--- config.mk ---
export PLATFORM = sky130hd
export DESIGN_NAME = electron_candidate_selection
export DESIGN_NICKNAME = d
export VERILOG_FILES = /design/src/rtl/ecs_pkg.sv /design/src/rtl/electron_candidate_selection.sv /design/src/rtl/ecs_prep.sv /design/src/rtl/ecs_cut.sv
export SDC_FILE = /design/constraint.sdc
export NUM_CORES = 1
export LEC_CHECK = 0
export BUFFER_PORTS_ARGS = -buffer_cell sky130_fd_sc_hd__buf_2
export CORE_MARGIN = 2
export CORE_UTILIZATION = 50
export DETAILED_ROUTE_END_ITERATION = 10
export GPL_TIMING_DRIVEN = 0
export PLACE_DENSITY = 0.76
export REMOVE_ABC_BUFFERS = 1
export SYNTH_ARGS = -nofsm -noshare
export SYNTH_HDL_FRONTEND = slang
export SYNTH_SLANG_ARGS = --single-unit
export TNS_END_PERCENT = 30
--- constraint.sdc ---
create_clock -name i_clk -period 13.2 [get_ports i_clk]
set_input_delay 1.32 -clock i_clk [delete_from_list [all_inputs] [get_ports i_clk]]
set_output_delay 1.32 -clock i_clk [all_outputs]
set_load 0.1 [all_outputs]
--- src/rtl/ecs_pkg.sv ---
// ----------------------------------------------------------------------------
// ecs_pkg
// Types and constants shared by the electron candidate selection pipeline.
// ----------------------------------------------------------------------------
`default_nettype none

package ecs_pkg;

    // configuration register indexes
    localparam logic [2:0] CFG_CUT_ENABLE      = 3'd0;
    localparam logic [2:0] CFG_REGION_SELECT   = 3'd1;
    localparam logic [2:0] CFG_PT_THRESHOLD    = 3'd2;
    localparam logic [2:0] CFG_ETA_LIMIT       = 3'd3;
    localparam logic [2:0] CFG_VERTEX_VALID    = 3'd4;
    localparam logic [2:0] CFG_CONV_DIST_LIMIT = 3'd5;
    localparam logic [2:0] CFG_CONV_DCOT_LIMIT = 3'd6;

    // region select codes, the unused code behaves as accept all
    localparam logic [1:0] REG_ACCEPT_ALL    = 2'd0;
    localparam logic [1:0] REG_REJECT_ENDCAP = 2'd1;
    localparam logic [1:0] REG_REJECT_BARREL = 2'd2;

    // fixed cut values in 1e-4 units, sized to the magnitude width
    localparam logic [16:0] D0_LIMIT   = 17'd200;
    localparam logic [11:0] EB_SIGIETA = 12'd100;
    localparam logic [16:0] EB_DPHI    = 17'd600;
    localparam logic [16:0] EB_DETA    = 17'd40;
    localparam logic [15:0] EB_HOE     = 16'd400;
    localparam logic [11:0] EE_SIGIETA = 12'd300;
    localparam logic [16:0] EE_DPHI    = 17'd300;
    localparam logic [16:0] EE_DETA    = 17'd70;
    localparam logic [15:0] EE_HOE     = 16'd250;

    // reset values of the configuration registers
    localparam logic [4:0]  RST_CUT_ENABLE   = 5'd31;
    localparam logic [1:0]  RST_REGION_SEL   = REG_ACCEPT_ALL;
    localparam logic [15:0] RST_PT_THRESHOLD = 16'd320;
    localparam logic [14:0] RST_ETA_LIMIT    = 15'd10240;
    localparam logic        RST_VERTEX_VALID = 1'b1;
    localparam logic [14:0] RST_CONV_LIMIT   = 15'd200;

    // raw candidate as it arrives on the stream
    typedef struct packed {
        logic        [15:0] pt;
        logic signed [15:0] eta;
        logic signed [15:0] impact_d0;
        logic        [16:0] trk_hcal_iso;
        logic        [15:0] ecal_iso;
        logic        [11:0] sigma_ieta;
        logic signed [15:0] dphi_track;
        logic signed [15:0] deta_track;
        logic        [15:0] had_over_em;
        logic signed [15:0] conv_dist;
        logic signed [15:0] conv_dcot;
        logic        [1:0]  region_flags;
    } t_cand;

    // candidate after magnitudes and isolation sum
    typedef struct packed {
        logic [15:0] pt;
        logic [16:0] aeta;
        logic [16:0] ad0;
        logic [17:0] iso_sum;
        logic [11:0] sig;
        logic [16:0] adphi;
        logic [16:0] adeta;
        logic [15:0] hoe;
        logic [16:0] adist;
        logic [16:0] adcot;
        logic        barrel;
        logic        endcap;
    } t_prep;

    // cut settings seen by the compare stage
    typedef struct packed {
        logic [1:0]  region_select;
        logic [15:0] pt_threshold;
        logic [14:0] eta_limit;
        logic        vertex_valid;
        logic [14:0] conv_dist_limit;
        logic [14:0] conv_dcot_limit;
    } t_cut_cfg;

    // per-group failure flags before enables are applied
    typedef struct packed {
        logic region;
        logic conv;
        logic id;
        logic iso;
        logic impact;
        logic pt_eta;
    } t_fail;

    // magnitude of a 16-bit two's complement value, 0..32768
    function automatic logic [16:0] mag16(input logic [15:0] v);
        logic [16:0] r;
        if (v[15]) begin
            r = 17'h10000 - {1'b0, v};
        end else begin
            r = {1'b0, v};
        end
        return r;
    endfunction

endpackage

`default_nettype wire

--- src/rtl/electron_candidate_selection.sv ---
// ----------------------------------------------------------------------------
// electron_candidate_selection
// Cut-based electron candidate selection, one keep/reject decision per item.
// ----------------------------------------------------------------------------
// Takes one candidate per clock while the input is ready and returns one result
// per candidate in the same order. The path is three register stages (magnitudes
// and isolation sum, cut comparisons, enable masking into the output register);
// a result passes through them in that order and leaves the output register when
// the output side is ready. Throughput is one item per cycle unless the output
// stalls, and a stalled output backs up stage by stage without loss. Registers
// are written through the plain write port and should only be changed while
// no candidate is in flight.
`default_nettype none

module electron_candidate_selection
    import ecs_pkg::*;
(
    input  wire logic         i_clk,
    input  wire logic         i_rst_n,
    // configuration write port
    input  wire logic         i_cfg_we,
    input  wire logic [2:0]   i_cfg_index,
    input  wire logic [15:0]  i_cfg_data,
    // candidate stream
    input  wire logic         i_s_tvalid,
    output logic              o_s_tready,
    // pt, eta, impact_d0, trk_hcal_iso, ecal_iso, sigma_ieta, dphi_track,
    // deta_track, had_over_em, conv_dist, conv_dcot, zero pad
    input  wire logic [175:0] i_s_tdata,
    // region_flags
    input  wire logic [1:0]   i_s_tuser,
    // result stream
    output logic              o_m_tvalid,
    input  wire logic         i_m_tready,
    // keep, fail_mask, zero pad
    output logic [7:0]        o_m_tdata
);

    logic        r_cut_enable;
    logic [4:0]  r_cut_en;
    logic [1:0]  r_region_select;
    logic [15:0] r_pt_threshold;
    logic [14:0] r_eta_limit;
    logic        r_vertex_valid;
    logic [14:0] r_conv_dist_limit;
    logic [14:0] r_conv_dcot_limit;

    t_cand    cand;
    t_cut_cfg cut_cfg;
    t_prep    prep;
    t_fail    fail;
    logic     prep_valid;
    logic     prep_ready;
    logic     cut_valid;
    logic     cut_ready;

    logic       r_out_valid;
    logic [5:0] r_mask;
    logic [5:0] n_mask;

    // configuration registers
    always_ff @(posedge i_clk) begin
        if (!i_rst_n) begin
            r_cut_en          <= RST_CUT_ENABLE;
            r_region_select   <= RST_REGION_SEL;
            r_pt_threshold    <= RST_PT_THRESHOLD;
            r_eta_limit       <= RST_ETA_LIMIT;
            r_vertex_valid    <= RST_VERTEX_VALID;
            r_conv_dist_limit <= RST_CONV_LIMIT;
            r_conv_dcot_limit <= RST_CONV_LIMIT;
        end else if (i_cfg_we) begin
            unique case (i_cfg_index)
                CFG_CUT_ENABLE:      r_cut_en          <= i_cfg_data[4:0];
                CFG_REGION_SELECT:   r_region_select   <= i_cfg_data[1:0];
                CFG_PT_THRESHOLD:    r_pt_threshold    <= i_cfg_data;
                CFG_ETA_LIMIT:       r_eta_limit       <= i_cfg_data[14:0];
                CFG_VERTEX_VALID:    r_vertex_valid    <= i_cfg_data[0];
                CFG_CONV_DIST_LIMIT: r_conv_dist_limit <= i_cfg_data[14:0];
                CFG_CONV_DCOT_LIMIT: r_conv_dcot_limit <= i_cfg_data[14:0];
                default: ;
            endcase
        end
    end

    // any cut group enabled, kept for the masking check
    always_ff @(posedge i_clk) begin
        if (!i_rst_n) begin
            r_cut_enable <= 1'b1;
        end else begin
            r_cut_enable <= |r_cut_en;
        end
    end

    // unpack the candidate
    assign cand.pt           = i_s_tdata[15:0];
    assign cand.eta          = i_s_tdata[31:16];
    assign cand.impact_d0    = i_s_tdata[47:32];
    assign cand.trk_hcal_iso = i_s_tdata[64:48];
    assign cand.ecal_iso     = i_s_tdata[80:65];
    assign cand.sigma_ieta   = i_s_tdata[92:81];
    assign cand.dphi_track   = i_s_tdata[108:93];
    assign cand.deta_track   = i_s_tdata[124:109];
    assign cand.had_over_em  = i_s_tdata[140:125];
    assign cand.conv_dist    = i_s_tdata[156:141];
    assign cand.conv_dcot    = i_s_tdata[172:157];
    assign cand.region_flags = i_s_tuser;

    assign cut_cfg.region_select   = r_region_select;
    assign cut_cfg.pt_threshold    = r_pt_threshold;
    assign cut_cfg.eta_limit       = r_eta_limit;
    assign cut_cfg.vertex_valid    = r_vertex_valid;
    assign cut_cfg.conv_dist_limit = r_conv_dist_limit;
    assign cut_cfg.conv_dcot_limit = r_conv_dcot_limit;

    // stage one
    ecs_prep u_prep (
        .i_clk   (i_clk),
        .i_rst_n (i_rst_n),
        .i_valid (i_s_tvalid),
        .o_ready (o_s_tready),
        .i_cand  (cand),
        .o_valid (prep_valid),
        .i_ready (prep_ready),
        .o_prep  (prep)
    );

    // stage two
    ecs_cut u_cut (
        .i_clk   (i_clk),
        .i_rst_n (i_rst_n),
        .i_cfg   (cut_cfg),
        .i_valid (prep_valid),
        .o_ready (prep_ready),
        .i_prep  (prep),
        .o_valid (cut_valid),
        .i_ready (cut_ready),
        .o_fail  (fail)
    );

    // stage three: enables applied, region always applies
    assign cut_ready = !r_out_valid || i_m_tready;
    assign n_mask    = {fail.region, {fail.conv, fail.id, fail.iso, fail.impact,
                        fail.pt_eta} & r_cut_en};

    always_ff @(posedge i_clk) begin
        if (!i_rst_n) begin
            r_out_valid <= 1'b0;
        end else if (cut_ready) begin
            r_out_valid <= cut_valid;
        end
    end

    always_ff @(posedge i_clk) begin
        if (cut_ready && cut_valid) begin
            r_mask <= n_mask;
        end
    end

    assign o_m_tvalid = r_out_valid;
    assign o_m_tdata  = {1'b0, r_mask, (r_mask == 6'd0)};

    // keep agrees with an empty failure mask
    assert property (@(posedge i_clk) disable iff (!i_rst_n)
        o_m_tvalid |-> (o_m_tdata[0] == (o_m_tdata[6:1] == 6'd0)))
        else $error("keep does not match fail mask");

    // disabled cut groups never flag
    assert property (@(posedge i_clk) disable iff (!i_rst_n)
        o_m_tvalid |-> ((o_m_tdata[5:1] & ~r_cut_en) == 5'd0))
        else $error("disabled cut group flagged");

    // with all cuts off only a region rejection can flag
    assert property (@(posedge i_clk) disable iff (!i_rst_n)
        (o_m_tvalid && !r_cut_enable && $stable(r_cut_en)) |-> (o_m_tdata[5:1] == 5'd0))
        else $error("flag raised with every cut disabled");

    // empty output register means the whole pipe accepts
    assert property (@(posedge i_clk) disable iff (!i_rst_n)
        !o_m_tvalid |-> o_s_tready)
        else $error("input stalled while output is empty");

    // reset empties the output
    assert property (@(posedge i_clk) !i_rst_n |=> !o_m_tvalid)
        else $error("result present after reset");

endmodule

`default_nettype wire

--- src/rtl/ecs_prep.sv ---
// ----------------------------------------------------------------------------
// ecs_prep
// First pipeline stage: field magnitudes and isolation sum, registered.
// ----------------------------------------------------------------------------
`default_nettype none

module ecs_prep
    import ecs_pkg::*;
(
    input  wire logic  i_clk,
    input  wire logic  i_rst_n,
    input  wire logic  i_valid,
    output logic       o_ready,
    input  wire t_cand i_cand,
    output logic       o_valid,
    input  wire logic  i_ready,
    output t_prep      o_prep
);

    logic  r_valid;
    t_prep r_prep;
    t_prep n_prep;

    // stage moves when empty or when the next stage takes its item
    assign o_ready = !r_valid || i_ready;

    // magnitudes and the summed isolation
    always_comb begin
        n_prep.pt      = i_cand.pt;
        n_prep.aeta    = mag16(i_cand.eta);
        n_prep.ad0     = mag16(i_cand.impact_d0);
        n_prep.iso_sum = {1'b0, i_cand.trk_hcal_iso} + {2'b00, i_cand.ecal_iso};
        n_prep.sig     = i_cand.sigma_ieta;
        n_prep.adphi   = mag16(i_cand.dphi_track);
        n_prep.adeta   = mag16(i_cand.deta_track);
        n_prep.hoe     = i_cand.had_over_em;
        n_prep.adist   = mag16(i_cand.conv_dist);
        n_prep.adcot   = mag16(i_cand.conv_dcot);
        n_prep.barrel  = i_cand.region_flags[0];
        n_prep.endcap  = i_cand.region_flags[1];
    end

    // valid bit
    always_ff @(posedge i_clk) begin
        if (!i_rst_n) begin
            r_valid <= 1'b0;
        end else if (o_ready) begin
            r_valid <= i_valid;
        end
    end

    // payload
    always_ff @(posedge i_clk) begin
        if (o_ready && i_valid) begin
            r_prep <= n_prep;
        end
    end

    assign o_valid = r_valid;
    assign o_prep  = r_prep;

endmodule

`default_nettype wire

--- src/rtl/ecs_cut.sv ---
// ----------------------------------------------------------------------------
// ecs_cut
// Second pipeline stage: all cut comparisons, registered as failure flags.
// ----------------------------------------------------------------------------
`default_nettype none

module ecs_cut
    import ecs_pkg::*;
(
    input  wire logic     i_clk,
    input  wire logic     i_rst_n,
    input  wire t_cut_cfg i_cfg,
    input  wire logic     i_valid,
    output logic          o_ready,
    input  wire t_prep    i_prep,
    output logic          o_valid,
    input  wire logic     i_ready,
    output t_fail         o_fail
);

    logic        r_valid;
    t_fail       r_fail;
    t_fail       n_fail;
    logic [21:0] iso_x10;
    logic        eb_pass;
    logic        ee_pass;

    assign o_ready = !r_valid || i_ready;

    // ten times the isolation sum as two shifted terms
    assign iso_x10 = {1'b0, i_prep.iso_sum, 3'b000} + {3'b000, i_prep.iso_sum, 1'b0};

    // barrel and endcap shower id
    assign eb_pass = (i_prep.sig < EB_SIGIETA) && (i_prep.adphi < EB_DPHI)
                  && (i_prep.adeta < EB_DETA) && (i_prep.hoe < EB_HOE);
    assign ee_pass = (i_prep.sig < EE_SIGIETA) && (i_prep.adphi < EE_DPHI)
                  && (i_prep.adeta < EE_DETA) && (i_prep.hoe < EE_HOE);

    // failure flags per cut group
    always_comb begin
        n_fail.pt_eta = !(i_prep.pt > i_cfg.pt_threshold)
                     || !(i_prep.aeta < {2'b00, i_cfg.eta_limit});
        n_fail.impact = !i_cfg.vertex_valid || !(i_prep.ad0 < D0_LIMIT);
        n_fail.iso    = !(iso_x10 < {6'd0, i_prep.pt});
        n_fail.id     = (i_prep.barrel && !eb_pass) || (i_prep.endcap && !ee_pass);
        n_fail.conv   = (i_prep.adist < {2'b00, i_cfg.conv_dist_limit})
                     && (i_prep.adcot < {2'b00, i_cfg.conv_dcot_limit});
        n_fail.region = ((i_cfg.region_select == REG_REJECT_ENDCAP) && i_prep.endcap)
                     || ((i_cfg.region_select == REG_REJECT_BARREL) && i_prep.barrel);
    end

    always_ff @(posedge i_clk) begin
        if (!i_rst_n) begin
            r_valid <= 1'b0;
        end else if (o_ready) begin
            r_valid <= i_valid;
        end
    end

    always_ff @(posedge i_clk) begin
        if (o_ready && i_valid) begin
            r_fail <= n_fail;
        end
    end

    assign o_valid = r_valid;
    assign o_fail  = r_fail;

endmodule

`default_nettype wire

==> results of run 1 <==
worst max path at each step:
stage	from	to	slack (ps)	depth (start not counted)
5_1_grt	u_prep.o_prep[98]$_DFFE_PP_	u_cut.o_fail[2]$_DFFE_PP_	8880	15
3_5_place_dp	i_s_tdata[34]	u_prep.o_prep[130]$_DFFE_PP_	9230	8
2_1_floorplan	i_m_tready	u_prep.o_prep[0]$_DFFE_PP_	3200	2
6_report	u_prep.o_prep[98]$_DFFE_PP_	u_cut.o_fail[2]$_DFFE_PP_	9210	15
3_3_place_gp	i_m_tready	u_prep.o_prep[63]$_DFFE_PP_	270	3
4_1_cts	u_prep.o_prep[98]$_DFFE_PP_	u_cut.o_fail[2]$_DFFE_PP_	9170	15
layout by cell type, fill, tap and decap left out, drive strengths merged, types with 3 or more instances in the layout:
| master | count |
|---|---|
| nor2 | 40 |
| o31ai | 26 |
| ha | 109 |
| xnor2 | 91 |
| mux2i | 6 |
| nor2b | 18 |
| inv | 97 |
| nand2b | 18 |
| or3 | 8 |
| a211o | 3 |
| nor3 | 18 |
| clkinv | 9 |
| or2 | 5 |
| and2 | 5 |
| a21oi | 44 |
| a31oi | 6 |
| o21a | 11 |
| and3 | 4 |
| or4 | 16 |
| buf | 209 |
| a211oi | 7 |
| nand2 | 176 |
| nand3 | 20 |
| a21boi | 57 |
| a21o | 11 |
| o21ai | 63 |
| edfxtp | 169 |
| o41ai | 9 |
| a2111oi | 4 |
| nand4 | 12 |
| clkbuf | 36 |
| xor2 | 7 |
| o211ai | 17 |
| conb | 7 |
| dfxtp | 72 |
| nor4 | 16 |
| o311ai | 5 |
registers in the layout (all words and copies together) (netlist names):
register and flops:
r_mask 6, r_pt_threshold 16, r_conv_dist_limit 15, r_cut_en 5
u_prep.o_valid 1, r_conv_dcot_limit 15, r_region_select 2, u_cut.o_valid 1
u_prep.o_prep 157, r_eta_limit 15, o_m_tvalid 1, r_vertex_valid 1
u_cut.o_fail 6
power by group:
| part | internal [mW] | switching (mW) |
|---|---|---|
| Clock | 0.437 | 0.302 |
| Combinational | 0.166 | 0.200 |
| Sequential | 0.877 | 0.0259 |
| Total | 1.48 | 0.528 |
worst max-delay path: stages (launching register included):
cell	delay [ps]
edfxtp_1	410
ha_1	260
fa_1	430
a21oi_1	220
o211ai_1	190
o221ai_1	300
a21oi_1	140
a21oi_1	190
xnor2_1	160
ha_1	300
a221oi_1	280
nand2_1	80
nor3_1	190
o311ai_0	150
a211oi_1	250
nand4_1	160
cells in the mapped netlist (2+ instances only):
cell type,number
inv_1,95
o41ai_1,9
edfxtp_1,169
o211ai_1,17
a211oi_1,7
a2111o_1,2
xnor2_1,91
nand4_1,12
nand3_1,20
a31oi_1,6
or4_4,5
o311ai_0,5
nor4b_1,2
nand2b_1,18
or3_4,4
nor3_1,18
a21boi_0,57
or3_1,4
nor3b_1,2
nand2_1,176
or4_1,11
a21o_1,11
nor4_1,16
fa_1,2
mux2i_1,6
a311oi_1,2
clkbuf_1,23
o21ai_0,63
nor2b_1,18
o31ai_1,26
a21oi_1,44
o221ai_1,2
and3_1,4
nor2_1,40
xor2_1,7
or2_2,5
ha_1,109
o21a_1,11
a211o_1,3
dfxtp_1,72
and2_1,5
a2111oi_0,4
kinds of logic after synthesis:
family          count (synthesis)
buf+inv                       119
other cells                     1
xor+xnor                       98
mux                             6
compound gates                277
simple gates                  363
flops                         241
fa+ha+maj                     111
per-layer routing:
layer / GRT usage, % / share of wire (%) / up-vias
met5: 0 / 0.059 / -
met4: 7.08 / 3.2 / 2
met3: 4.29 / 5.6 / 63
met2: 34.0 / 48 / 223
met1: 25.3 / 43 / 4429
li1: - / - / 4848
layout make-up:
cell class                 instances  area share (%)
antenna                            1          0.0164
clock buffer                      36            5.11
clock inverter                    14           0.753
inverter                          95            2.33
multi-input combinational        862            39.1
sequential                       241            42.6
tap                              330            2.70
timing repair buffer             209            7.38
through the flow:
stage / hold slack (ps) / util, % / cell area [sq um] / instances / setup WS, ps
after floorplan: 400 / - / 12800 / 1198 / 3200
after global placement: 424 / 56.5 / 14300 / 1732 / 267
after detailed placement: 422 / 57.0 / 14400 / 1737 / 9230
after CTS: 440 / 60.5 / 15300 / 1787 / 9170
after global routing: 457 / 60.5 / 15300 / 1788 / 8880
final: 443 / 60.5 / 15300 / 1788 / 9210
==> run metrics, run 1 <==
hold buffer count at CTS 0; Synth Area per Inst 10.6 sq um; Reg2Reg Setup Slack ~9200 ps; worst vdd ir between 0.0001 and 0.00015 V; achievable frequency 251 MHz; Cell Rows 58; Initial Util about half; R2R cell count 15; clock sinks 241; Area Growth Syn to Fin 18.5%; clock buffer depth 3; Root Buffer clkbuf_16; core area about 25000 sq um; I/O Pins roughly 210; 1st-iter DRT viols roughly 600; Clock Skew approximately 16 ps; register area roughly 6500 sq um; hold-critical path depth 0; final WL roughly 27000 um; GRT Util Overall 20.0%; DPL Wire Length around 21000 um; CTS tree yes; RSZ-0062 raised after global routing no; max cap viols 0; Yosys top cell by area edfxtp_1; Final min period between 3000 and 4000 ps; simple-gate share of the synthesized area a little over an eighth; fillcell total ~2100; #FFs+latches synth about 240; area occupied by multi-input gates about 6000 sq um; WP data required between 10000 and 15000 ps; area share of the largest cell type after synthesis roughly two fifths; Via density about 5.3; endpoints failing setup 0; Num CTS Buffers 27; crit start category flop; FFs w/ async S/R, synth 0%; outcome finished clean; slew margin rel. 22.3%; adder-cell share of the synthesized area 10.9%; IO Port Bufs approximately 200; DR vias 9565; CTS resizes 0; Routed Antenna Nets 0; Cells after Synth between 1000 and 1500; Die Span Y 165 um; final hold violation count 0; Setup Buffers After CTS 0; ranking of synthesized cells by area edfxtp_1 39%, dfxtp_1 11%, ha_1 11%; initial antenna violation count 2; Avg WL per Cell between 15 and 20 um; power after layout 2.01 mW; Detailed Routing Iterations Pass 1 5; fin nets about 1700; Hold Startpoint u_cut.o_fail[5]$_DFFE_PP_; worst setup path class reg -> reg; Distinct cells, synth between 50 and 60; Reg-to-Reg End u_cut.o_fail[2]$_DFFE_PP_; Top FF cell, synth edfxtp_1; die width 165 um; hold crit path type reg -> reg; Pins Over Slew Limit 0; DRC Markers 0; largest family of logic cells by synthesized area compound AO/OA/AOI/OAI gates; setup TNS 0 ps; Post-Syn Area about 13000 sq um; Synth Area in Compound Gates about 14%; leakage power total a little under 6 nW; multiplexer area fraction after synthesis 0.465%; latest clock arrival within the worst-skew pair ~550 ps; CP Max Fanout 3; Clock transition at path regs 60 ps; WP data arrival roughly 4300 ps; GPL Wtd Cong slightly above 0.8; worst hold endpoint r_mask[5]$_DFFE_PP_; Ys Warns 0; largest net degree at the start of global routing 73; R2R Path Start u_prep.o_prep[98]$_DFFE_PP_; power density over the cells between 100 and 150 nW/um^2; layout cells sized above 1 18.4%; period utilisation layout a little under a third; GRT overflow 0; CTS H-tree lvls 1; sequential share of the synthesized area 50.5%; EDFF count, synth about 170; first-pass GRT wire length about 43000 um; post-synthesis xor/xnor area fraction under 10%; Die Area approximately 27000 sq um; CP endpoint kind flop; vias in the first global route about 9200; Worst Tran Pin Value roughly 1200 ps
Power figures use the tool's default switching activity.
==> run 2, diff against run 1 <==
==> constraint.sdc (replaced) <==
create_clock -name i_clk -period 3.9 [get_ports i_clk]
set_input_delay 0.39 -clock i_clk [delete_from_list [all_inputs] [get_ports i_clk]]
set_output_delay 0.39 -clock i_clk [all_outputs]
set_load 0.1 [all_outputs]
==> run metrics, run 2 (same netlist as run 1, synthesis figures left out) <==
WP data required 4160 ps (-9300 ps); initial antenna violation count 2 (unchanged); layout cells sized above 1 18.8% (+0.44 points); outcome finished clean; GRT overflow 0 (unchanged); first-pass GRT wire length 44000 um (+1.9%); DR vias 9670 (+1.1%); final hold violation count 0 (unchanged); hold crit path type in -> reg; WP data arrival 3910 ps (-340 ps); Worst Tran Pin Value 1170 ps (+15.2 ps); Die Area 27100 sq um (unchanged); vias in the first global route 9267 (+1.3%); worst path cell trace ha_2 > fa_2 > a21oi_2 > o211ai_1 > o221ai_2 > a21oi_1 > a21oi_1 > xnor2_1 > ha_1 > a221oi_2 > nand2_1 > nor3_2 > o311ai_1 > a211oi_1 > nand4_1; CTS H-tree lvls 1 (unchanged); clock buffer depth 3 (unchanged); Area Growth Syn to Fin 19.8%; Initial Util 51.1% (unchanged); GRT Util Overall 20.4% (+0.40 points); DPL Wire Length 20600 um (unchanged); CP max stage delay 410 ps (-20 ps); Clock transition at path regs 60 ps (about the same); Hold Slack 12.4 ps (-430 ps); largest net degree at the start of global routing 73 (unchanged); Detailed Routing Iterations Pass 1 5 (unchanged); endpoints failing setup 0 (unchanged); Non-Filler Instances 1802 (+0.78%); Die Span Y 165 um (unchanged); slowest stage cell, crit path edfxtp_1; wl on met1 11800 um (+1.8%); final WL 27700 um (+2.3%); Top Layer Used met5; fillcell total 2077 (-1.1%); I/O Pins 212 (unchanged); met2 routed WL 13500 um (+3.2%); commonest non-fill, non-tap cell in the layout buf_2; leakage power total 5.98 nW (+1.0%); worst setup path class reg -> reg; CP endpoint kind flop; Routed Antenna Nets 0 (unchanged); RSZ-0062 raised after global routing no; CTS tree yes; Num CTS Buffers 27 (unchanged); GPL Wtd Cong 0.813 (unchanged); CP Max Fanout 3 (unchanged); Via density 5.37 (+0.31%); routed wl met3 1510 um (-0.13%); power density over the cells 443 nW/um^2 (+240%); achievable frequency 274 MHz (+9.2%); die width 165 um (unchanged); Final min period 3650 ps (-335 ps); Cell Rows 58 (unchanged); Avg WL per Cell 15.4 um (+1.5%); latest clock arrival within the worst-skew pair 550 ps (about the same); worst vdd ir 0.000360 V (+150%); setup TNS 0 ps (unchanged); DRC Markers 0 (unchanged); fin nets 1763 (+0.80%); Root Buffer clkbuf_16; placed insts 1737 (unchanged); max cap viols 0 (unchanged); power after layout 6.85 mW (+240%); 1st-iter DRT viols 648 (+8.7%); Top cell by count, worst path a21oi_1; period utilisation layout 93.6% (+63 points); Top delay family on crit path compound AO/OA/AOI/OAI gates; core area 25300 sq um (unchanged); max FFs per register 157 (unchanged); crit start category flop; IO Port Bufs 204 (unchanged); clock sinks 241 (unchanged); Layout Utilization 61.2% (+0.70 points); Worst Path Buf+Inv 0 (unchanged); Pins Over Slew Limit 0 (unchanged); most frequent cells in the layout 204 x buf_2, 176 x nand2_1, 169 x edfxtp_1, 108 x ha_1, 95 x inv_1; slew margin rel. 21.3% (-1.0 points); Clock Skew 19.1 ps (+3.48 ps)
-- run 2: where the power goes --
| part | switching, mW | total (mW) | internal (mW) |
|---|---|---|---|
| combinational | 0.700 | 1.29 | 0.589 |
| clock | 1.03 | 2.51 | 1.48 |
| sequential | 0.0888 | 3.06 | 2.97 |
-- run 2: stage by stage --
stage               setup WS, ps  instance area [sq um]
global placement           -8730                  14300
detailed placement         -27.7                  14400
CTS                         1.60                  15400
global route                3.65                  15500
finish                       248                  15500
floorplan                  -5670                  12800
-- run 2: worst paths after layout --
kind | from | end | slack [ps] | depth (start not counted)
max reg2reg | u_prep.o_prep[98]$_DFFE_PP_ | u_cut.o_fail[2]$_DFFE_PP_ | 250 | 15
min reg2reg | u_cut.o_fail[5]$_DFFE_PP_ | r_mask[5]$_DFFE_PP_ | 440 | 0
max | u_prep.o_prep[98]$_DFFE_PP_ | u_cut.o_fail[2]$_DFFE_PP_ | 250 | 15
min | i_s_tdata[127] | u_prep.o_prep[38]$_DFFE_PP_ | 10 | 1
-- run 2: per-layer routing --
metal,vias to the layer above,GRT usage (%)
met5,-,0
met4,2,7.04
met3,63,4.22
met2,225,35.0
met1,4501,25.7
li1,4879,-
-- run 2: layout make-up --
class                   instances  area [sq um]  share of cell area, %
flip-flops and latches        241          6520                   42.1
multi-input cells             862          6010                   38.9
repair buffers                223          1270                   8.19
clock buffers                  36           781                   5.05
well taps                     330           413                   2.67
inverters                      95           357                   2.31
clock inverters                14           115                  0.744
diodes                          1          2.50                 0.0162
-- run 2: timing repair --
| item | in CTS | in global routing |
|---|---|---|
| pin swaps | 0 | 6 |
| buffers inserted | 0 | 1 |
| resized for setup | 2 | 7 |
| hold buffers | 13 | 0 |
| endpoints found under the setup margin | 1 | 1 |
| endpoints found under the hold margin | 13 | 0 |
